**config.mk**
```make
export PLATFORM = sky130hd
export DESIGN_NAME = sequence_reorder_buffer
export DESIGN_NICKNAME = d
export VERILOG_FILES = /design/src/design/srb_pkg.sv /design/src/design/sequence_reorder_buffer.sv /design/src/design/srb_ctrl.sv /design/src/design/srb_dpath.sv
export SDC_FILE = /design/constraint.sdc
export NUM_CORES = 2
export LEC_CHECK = 0
export BUFFER_PORTS_ARGS = -buffer_cell sky130_fd_sc_hd__buf_4
export CAP_MARGIN = 20
export CORE_UTILIZATION = 50
export DETAILED_ROUTE_END_ITERATION = 10
export GPL_TIMING_DRIVEN = 0
export PLACE_DENSITY_LB_ADDON = 0.15
export SLEW_MARGIN = 5
export SYNTH_ARGS = -nofsm -noshare
export SYNTH_HDL_FRONTEND = slang
export SYNTH_SLANG_ARGS = --single-unit
```
**constraint.sdc**
```tcl
create_clock -name clk_i -period 11.7 [get_ports clk_i]
set_input_delay 1.755 -clock clk_i [delete_from_list [all_inputs] [get_ports clk_i]]
set_output_delay 1.755 -clock clk_i [all_outputs]
set_load 0.02 [all_outputs]
```
**src/design/srb_pkg.sv**
```systemverilog
// ----------------------------------------------------------------------------
// srb_pkg: shared types and constants of the sequence reorder buffer
// Window geometry, result status codes and the command/status bundles that
// join the controller and the datapath.
// ----------------------------------------------------------------------------
`default_nettype none

package srb_pkg;

  // window geometry
  localparam int WINDOW      = 16;
  localparam int MAX_RESULTS = 16;
  localparam int IDX_W       = $clog2(WINDOW);
  localparam int CNT_W       = $clog2(MAX_RESULTS);

  // payload widths
  localparam int SEQ_W    = 32;
  localparam int PAY_W    = 64;
  localparam int STATUS_W = 3;
  localparam int COUNT_W  = 32;

  // input operation codes
  localparam logic OP_ITEM  = 1'b0;
  localparam logic OP_CLOSE = 1'b1;

  // result status codes
  localparam logic [STATUS_W-1:0] ST_RELEASED   = 3'd0;
  localparam logic [STATUS_W-1:0] ST_DUPLICATE  = 3'd1;
  localparam logic [STATUS_W-1:0] ST_OUT_OF_WIN = 3'd2;
  localparam logic [STATUS_W-1:0] ST_CLOSED_OK  = 3'd3;
  localparam logic [STATUS_W-1:0] ST_CLOSED_GAP = 3'd4;

  // controller to datapath commands
  typedef struct packed {
    logic load_in;       // capture the accepted input transfer
    logic emit_close;    // report close and clear the window
    logic emit_reject;   // report duplicate or out-of-window item
    logic store_write;   // write the item into its window slot
    logic emit_release;  // release the head slot in order
  } srb_cmd_t;

  // datapath to controller status
  typedef struct packed {
    logic is_close;      // captured item is a close
    logic reject;        // captured item is a duplicate or out of window
    logic head_valid;    // head slot holds the expected sequence
    logic release_last;  // current release ends the drain
    logic out_free;      // output register can take a result this cycle
  } srb_status_t;

endpackage : srb_pkg

`default_nettype wire

```
**src/design/sequence_reorder_buffer.sv**
```systemverilog
// ----------------------------------------------------------------------------
// sequence_reorder_buffer: in-order release of sequence-tagged results
// Holds out-of-order results in a 16-entry window and releases them in order.
// ----------------------------------------------------------------------------
// One input transfer is taken at a time. A close, a duplicate or an
// out-of-window item passes capture and evaluation, where it waits for a
// free output register, and yields one result. A stored item is written to
// its slot in evaluation and then releases consecutive entries from the
// head (at most 16 per input); an item that lands behind a gap releases
// nothing and yields no result. The drain emits one entry per cycle through
// the output register, so a stalled output slows the drain one for one. The
// window occupancy is cleared at once by reset and by a close; no clearing
// pass is needed. A new input is taken while the last result still waits in
// the output register.
`default_nettype none

module sequence_reorder_buffer
  import srb_pkg::*;
(
  input  wire logic                clk_i,
  input  wire logic                rst_ni,
  input  wire logic                in_valid_i,
  output logic                     in_ready_o,
  input  wire logic                op_i,
  input  wire logic [SEQ_W-1:0]    seq_i,
  input  wire logic [PAY_W-1:0]    payload_i,
  input  wire logic                ok_i,
  output logic                     out_valid_o,
  input  wire logic                out_ready_i,
  output logic [STATUS_W-1:0]      status_o,
  output logic [SEQ_W-1:0]         out_seq_o,
  output logic [PAY_W-1:0]         out_payload_o,
  output logic                     out_ok_o,
  output logic                     last_o,
  output logic [COUNT_W-1:0]       decoded_count_o,
  output logic [COUNT_W-1:0]       rejected_count_o
);

  srb_cmd_t    cmd;
  srb_status_t dp_status;

  // controller
  srb_ctrl u_ctrl (
    .clk_i      (clk_i),
    .rst_ni     (rst_ni),
    .in_valid_i (in_valid_i),
    .in_ready_o (in_ready_o),
    .status_i   (dp_status),
    .cmd_o      (cmd)
  );

  // datapath
  srb_dpath u_dpath (
    .clk_i            (clk_i),
    .rst_ni           (rst_ni),
    .cmd_i            (cmd),
    .status_o         (dp_status),
    .op_i             (op_i),
    .seq_i            (seq_i),
    .payload_i        (payload_i),
    .ok_i             (ok_i),
    .out_valid_o      (out_valid_o),
    .out_ready_i      (out_ready_i),
    .status_code_o    (status_o),
    .out_seq_o        (out_seq_o),
    .out_payload_o    (out_payload_o),
    .out_ok_o         (out_ok_o),
    .last_o           (last_o),
    .decoded_count_o  (decoded_count_o),
    .rejected_count_o (rejected_count_o)
  );

endmodule : sequence_reorder_buffer

`default_nettype wire

```
**src/design/srb_ctrl.sv**
```systemverilog
// ----------------------------------------------------------------------------
// srb_ctrl: controller of the sequence reorder buffer
// Sequences acceptance, evaluation and the in-order drain of one item.
// ----------------------------------------------------------------------------
`default_nettype none

module srb_ctrl
  import srb_pkg::*;
(
  input  wire logic        clk_i,
  input  wire logic        rst_ni,
  input  wire logic        in_valid_i,
  output logic             in_ready_o,
  input  wire srb_status_t status_i,
  output srb_cmd_t         cmd_o
);

  // state codes
  localparam logic [1:0] S_IDLE  = 2'd0;
  localparam logic [1:0] S_EVAL  = 2'd1;
  localparam logic [1:0] S_DRAIN = 2'd2;

  logic [1:0] state_q, state_d;

  // next state and commands
  always_comb begin
    state_d    = state_q;
    cmd_o      = '0;
    in_ready_o = 1'b0;
    case (state_q)
      S_IDLE: begin
        in_ready_o = 1'b1;
        if (in_valid_i) begin
          cmd_o.load_in = 1'b1;
          state_d       = S_EVAL;
        end
      end
      S_EVAL: begin
        if (status_i.is_close) begin
          if (status_i.out_free) begin
            cmd_o.emit_close = 1'b1;
            state_d          = S_IDLE;
          end
        end else if (status_i.reject) begin
          if (status_i.out_free) begin
            cmd_o.emit_reject = 1'b1;
            state_d           = S_IDLE;
          end
        end else begin
          cmd_o.store_write = 1'b1;
          state_d           = S_DRAIN;
        end
      end
      S_DRAIN: begin
        if (status_i.head_valid) begin
          if (status_i.out_free) begin
            cmd_o.emit_release = 1'b1;
            if (status_i.release_last) begin
              state_d = S_IDLE;
            end
          end
        end else begin
          state_d = S_IDLE;
        end
      end
      default: begin
        state_d = S_IDLE;
      end
    endcase
  end

  // state register
  always_ff @(posedge clk_i or negedge rst_ni) begin
    if (!rst_ni) begin
      state_q <= S_IDLE;
    end else begin
      state_q <= state_d;
    end
  end

endmodule : srb_ctrl

`default_nettype wire

```
**src/design/srb_dpath.sv**
```systemverilog
// ----------------------------------------------------------------------------
// srb_dpath: datapath of the sequence reorder buffer
// Input capture, window store, expected sequence, counters and output register.
// ----------------------------------------------------------------------------
`default_nettype none

module srb_dpath
  import srb_pkg::*;
(
  input  wire logic                clk_i,
  input  wire logic                rst_ni,
  input  wire srb_cmd_t            cmd_i,
  output srb_status_t              status_o,
  input  wire logic                op_i,
  input  wire logic [SEQ_W-1:0]    seq_i,
  input  wire logic [PAY_W-1:0]    payload_i,
  input  wire logic                ok_i,
  output logic                     out_valid_o,
  input  wire logic                out_ready_i,
  output logic [STATUS_W-1:0]      status_code_o,
  output logic [SEQ_W-1:0]         out_seq_o,
  output logic [PAY_W-1:0]         out_payload_o,
  output logic                     out_ok_o,
  output logic                     last_o,
  output logic [COUNT_W-1:0]       decoded_count_o,
  output logic [COUNT_W-1:0]       rejected_count_o
);

  localparam logic [IDX_W:0]   WIN_EXT  = (IDX_W+1)'(WINDOW);
  localparam logic [IDX_W-1:0] IDX_LAST = IDX_W'(WINDOW - 1);
  localparam logic [CNT_W-1:0] CNT_LAST = CNT_W'(MAX_RESULTS - 1);
  localparam logic [SEQ_W-1:0] SEQ_WIN  = SEQ_W'(WINDOW);

  // captured input
  logic             op_q;
  logic [SEQ_W-1:0] seq_q;
  logic [PAY_W-1:0] payload_q;
  logic             ok_q;

  // window state
  logic [SEQ_W-1:0]   expected_q;
  logic [IDX_W-1:0]   head_q;
  logic [WINDOW-1:0]  valid_q;
  logic [PAY_W-1:0]   slot_payload_q [WINDOW];
  logic               slot_ok_q      [WINDOW];
  logic [COUNT_W-1:0] decoded_q, rejected_q;
  logic [CNT_W-1:0]   drain_cnt_q;

  // output register
  logic                out_valid_q;
  logic [STATUS_W-1:0] out_status_q;
  logic [SEQ_W-1:0]    out_seq_q;
  logic [PAY_W-1:0]    out_payload_q;
  logic                out_ok_q;
  logic                out_last_q;
  logic [COUNT_W-1:0]  out_dec_q, out_rej_q;

  logic [SEQ_W-1:0]    seq_ahead;
  logic                in_window;
  logic [IDX_W:0]      idx_sum;
  logic [IDX_W-1:0]    slot_idx;
  logic [IDX_W-1:0]    head_next;
  logic                head_ok;
  logic [COUNT_W-1:0]  decoded_d, rejected_d;
  logic                emit;

  // distance ahead of the expected sequence and target slot
  always_comb begin
    seq_ahead = seq_q - expected_q;
    in_window = (seq_ahead < SEQ_WIN);
    idx_sum   = {1'b0, head_q} + {1'b0, seq_ahead[IDX_W-1:0]};
    if (idx_sum >= WIN_EXT) begin
      idx_sum = idx_sum - WIN_EXT;
    end
    slot_idx = idx_sum[IDX_W-1:0];
  end

  // head advance and counter update on a release
  always_comb begin
    head_next  = (head_q == IDX_LAST) ? '0 : head_q + 1'b1;
    head_ok    = slot_ok_q[head_q];
    decoded_d  = decoded_q  + COUNT_W'(head_ok);
    rejected_d = rejected_q + COUNT_W'(!head_ok);
  end

  // status toward the controller
  always_comb begin
    status_o.is_close     = (op_q == OP_CLOSE);
    status_o.reject       = !in_window || valid_q[slot_idx];
    status_o.head_valid   = valid_q[head_q];
    status_o.release_last = !valid_q[head_next] || (drain_cnt_q == CNT_LAST);
    status_o.out_free     = !out_valid_q || out_ready_i;
  end

  assign emit = cmd_i.emit_close | cmd_i.emit_reject | cmd_i.emit_release;

  // input capture
  always_ff @(posedge clk_i) begin
    if (cmd_i.load_in) begin
      op_q      <= op_i;
      seq_q     <= seq_i;
      payload_q <= payload_i;
      ok_q      <= ok_i;
    end
  end

  // slot data, read only where the valid bit is set
  always_ff @(posedge clk_i) begin
    if (cmd_i.store_write) begin
      slot_payload_q[slot_idx] <= payload_q;
      slot_ok_q[slot_idx]      <= ok_q;
    end
  end

  // window control state and counters
  always_ff @(posedge clk_i or negedge rst_ni) begin
    if (!rst_ni) begin
      expected_q  <= '0;
      head_q      <= '0;
      valid_q     <= '0;
      decoded_q   <= '0;
      rejected_q  <= '0;
      drain_cnt_q <= '0;
    end else begin
      if (cmd_i.emit_close) begin
        expected_q <= '0;
        head_q     <= '0;
        valid_q    <= '0;
      end
      if (cmd_i.store_write) begin
        valid_q[slot_idx] <= 1'b1;
        drain_cnt_q       <= '0;
      end
      if (cmd_i.emit_release) begin
        valid_q[head_q] <= 1'b0;
        expected_q      <= expected_q + 1'b1;
        head_q          <= head_next;
        decoded_q       <= decoded_d;
        rejected_q      <= rejected_d;
        drain_cnt_q     <= drain_cnt_q + 1'b1;
      end
    end
  end

  // output register valid
  always_ff @(posedge clk_i or negedge rst_ni) begin
    if (!rst_ni) begin
      out_valid_q <= 1'b0;
    end else if (emit) begin
      out_valid_q <= 1'b1;
    end else if (out_ready_i) begin
      out_valid_q <= 1'b0;
    end
  end

  // output register payload
  always_ff @(posedge clk_i) begin
    if (cmd_i.emit_close) begin
      out_status_q  <= (valid_q != '0) ? ST_CLOSED_GAP : ST_CLOSED_OK;
      out_seq_q     <= expected_q;
      out_payload_q <= '0;
      out_ok_q      <= 1'b0;
      out_last_q    <= 1'b1;
      out_dec_q     <= decoded_q;
      out_rej_q     <= rejected_q;
    end else if (cmd_i.emit_reject) begin
      out_status_q  <= in_window ? ST_DUPLICATE : ST_OUT_OF_WIN;
      out_seq_q     <= seq_q;
      out_payload_q <= '0;
      out_ok_q      <= 1'b0;
      out_last_q    <= 1'b1;
      out_dec_q     <= decoded_q;
      out_rej_q     <= rejected_q;
    end else if (cmd_i.emit_release) begin
      out_status_q  <= ST_RELEASED;
      out_seq_q     <= expected_q;
      out_payload_q <= slot_payload_q[head_q];
      out_ok_q      <= head_ok;
      out_last_q    <= status_o.release_last;
      out_dec_q     <= decoded_d;
      out_rej_q     <= rejected_d;
    end
  end

  assign out_valid_o      = out_valid_q;
  assign status_code_o    = out_status_q;
  assign out_seq_o        = out_seq_q;
  assign out_payload_o    = out_payload_q;
  assign out_ok_o         = out_ok_q;
  assign last_o           = out_last_q;
  assign decoded_count_o  = out_dec_q;
  assign rejected_count_o = out_rej_q;

endmodule : srb_dpath

`default_nettype wire
```
==> metrics <==
status completed; Rows 125; All-Layer GR Usage about 27%; IO buf count 268; Cells after Synth about 3600; Worst-Skew Late Latency between 700 and 800 ps; area delta synth->final 18.7%; CP Capture Type flip-flop; post-synth top area share 62.9%; met3 WL post-DR 11400 microns; post-CTS setup buffers 0; Die Wd 346 microns; Metal-1 WL between 60000 and 70000 microns; post-CTS sizing 0; initial antenna violation count 1; Net Count, Synth 3779; Top Metal Used met4; clk buf depth 3; total number of H-tree levels 4; Worst setup startpoint u_dpath.head_q[1]; clock root buffer clkbuf_16; EDFF count, synth 1237; DRT Wirelength 162000 microns; DRT Pass-1 Iters 7; # diodes 0; ys async rst share 8.63%; skew final 29.8 ps; Top FF cell, synth edfxtp_1; DIE AREA between 100000 and 150000 sq um; final setup vio count 0; post-DP HPWL around 110000 microns; number of global-route vias before repair 34925; cells on worst reg2reg path 18; 1st-iter DRT viols 3929; Max Fclk 113 MHz; Final ANT Viol Nets 0; Via density 6.08; Overflow after GRT 0; # DRC 0; DP Worst Slack 2930 ps; Initial Util 50.6%; WL/cell between 20 and 30 microns; slew margin rel. ~22%; # IOs 269; largest net degree at the start of global routing 69; P_leak about 23 nW; vias 35866; flops & latches, synth 1426; Die Ht ~350 microns; GPL Wtd Cong 0.906; most common cell after layout, fill and taps aside edfxtp_1; Period minus WS final 8880 ps; Post-Syn Area 59100 sq um; yosys warns 0; routed wl met2 between 70000 and 80000 microns; CP arrival around 9300 ps; Hold Crit Class flip-flop to flip-flop; cts hold-fix bufs 0; worst setup path endpoint u_dpath.slot_payload_q[4][41]; CP Launch Type flip-flop; layout cells sized above 1 24.8%; first-pass GRT wire length 236000 microns; Reg-to-Reg Start u_dpath.head_q[1]; CTS Buf Count 149; Power Density approximately 160 nW/um^2; max-slew violations 0; CTS tree built; Synth area leaders edfxtp_1, mux4_2, dfrtp_1; Reg clk slew, reported paths 60 ps; Worst R2R End u_dpath.slot_payload_q[4][41]; post-synth top area cell edfxtp_1; sequential cell area fraction in the yosys report 70.3%; worst-margin pin slew 1170 ps; Final Cycle Share 75.9%; core area between 100000 and 150000 sq um; setup slack after layout 2820 ps; CTS Sinks 1426; hold_ws roughly 460 ps; crit path max fanout 12; unrepaired setup endpoints after global routing no; Distinct cells, synth 79; max-cap violations 0; Final Hold Vio Count 0; Mean Syn Cell Area 16.3 sq um; # nets final 4402; most frequent cells in the layout edfxtp_1, buf_4, nand2_1, mux4_2, clkbuf_1; reg2reg setup slack 2820 ps; WS Path Type flip-flop to flip-flop; Max VDD drop 140 uV; worst path required time 12160 ps
final cells by class:
class	count	area, sq um
buffer	236	933
clock buffer	199	4170
multi-input combinational	1908	16500
sequential	1426	41500
timing repair buffer	472	4170
fill	8794	46600
inverter	61	229
tap	1524	1910
clock inverter	73	709
critical path: stages (launching register included):
cell and delay, ps:
dfrtp_1 440, clkbuf_1 570, clkbuf_1 840, inv_1 390
clkbuf_1 560, fa_1 950, mux4_2 380, mux2i_1 200
mux2i_1 160, nor2_1 130, nor4b_2 840, clkbuf_1 560
nand2_1 490, clkbuf_1 430, nor3_2 780, buf_4 340
buf_8 170, buf_6 150, buf_6 160
report_power, final:
group | internal [W] | switching (W)
sequential | 0.00563 | 0.0000912
clock | 0.00274 | 0.00197
combinational | 0.000156 | 0.000327
total | 0.00852 | 0.00239
worst min-delay path by stage:
stage / from / to / slack [ps] / cells past startpoint
after floorplan: u_dpath.drain_cnt_q[2] / u_dpath.drain_cnt_q[2] / 460 / 1
after global placement: u_dpath.out_payload_o[33] / u_dpath.out_payload_o[33] / 450 / 2
after detailed placement: u_dpath.out_payload_o[26] / u_dpath.out_payload_o[26] / 450 / 2
after CTS: u_dpath.out_payload_o[15] / u_dpath.out_payload_o[15] / 460 / 2
after global routing: u_dpath.out_payload_o[61] / u_dpath.out_payload_o[61] / 480 / 2
final: u_dpath.out_payload_o[61] / u_dpath.out_payload_o[61] / 460 / 2
metrics by stage:
stage	instances	area, sq um	power, W	utilization, %	TNS [ps]
after CTS	5889	70000	0.0110	60.0	0
after detailed placement	5617	65100	0.00631	55.8	0
after floorplan	3631	59100	0.00607	-	0
after global routing	5899	70100	0.0112	60.1	0
after global placement	5423	63000	0.00631	54.0	-6967590
final	5899	70100	0.0109	60.1	0
layer usage:
metal	track usage [%]	vias up
met5	0	-
met4	9.53	0
met3	4.31	274
met2	43.7	1589
met1	37.8	18386
li1	-	15617
sequential cells by signal (all words and copies together), names as in the netlist:
signal                    flops
u_dpath.slot_payload_q     1024
u_dpath.out_payload_o        64
u_dpath.payload_q            64
u_dpath.decoded_count_o      32
u_dpath.decoded_q            32
u_dpath.expected_q           32
u_dpath.out_seq_o            32
u_dpath.rejected_count_o     32
u_dpath.rejected_q           32
u_dpath.seq_q                32
u_dpath.slot_ok_q            16
u_dpath.valid_q              16
u_dpath.drain_cnt_q           4
u_dpath.head_q                4
u_dpath.status_code_o         3
u_ctrl.state_q                2
u_dpath.last_o                1
u_dpath.ok_q                  1
u_dpath.op_q                  1
u_dpath.out_ok_o              1
u_dpath.out_valid_o           1
Yosys cell counts (36+ instances only):
cell and n:
edfxtp_1 1237, nand2_1 295, mux4_2 282, clkbuf_1 171, nor2_1 168, a21oi_1 164, dfrtp_1 123, nor3_1 100
o21ai_0 99, nand3_1 96, mux2i_1 95, dfxtp_1 66, inv_1 61, ha_1 44, o221ai_1 43, mux2_2 41
buf_1 40, or3_1 40, xor2_1 39, xnor2_1 36
cells by family after synthesis:
kind of cell / count (synthesis) / synth area share (%)
AOI/OAI and AO/OA: 485 / 5.28
and+or+nand+nor: 884 / 7.17
DFF: 1426 / 70.3
xor gates and xnor gates: 75 / 1.11
buffers and inverters: 297 / 1.96
adders and majority gates: 46 / 1.00
muxes: 418 / 13.1
Power figures use the tool's default switching activity.
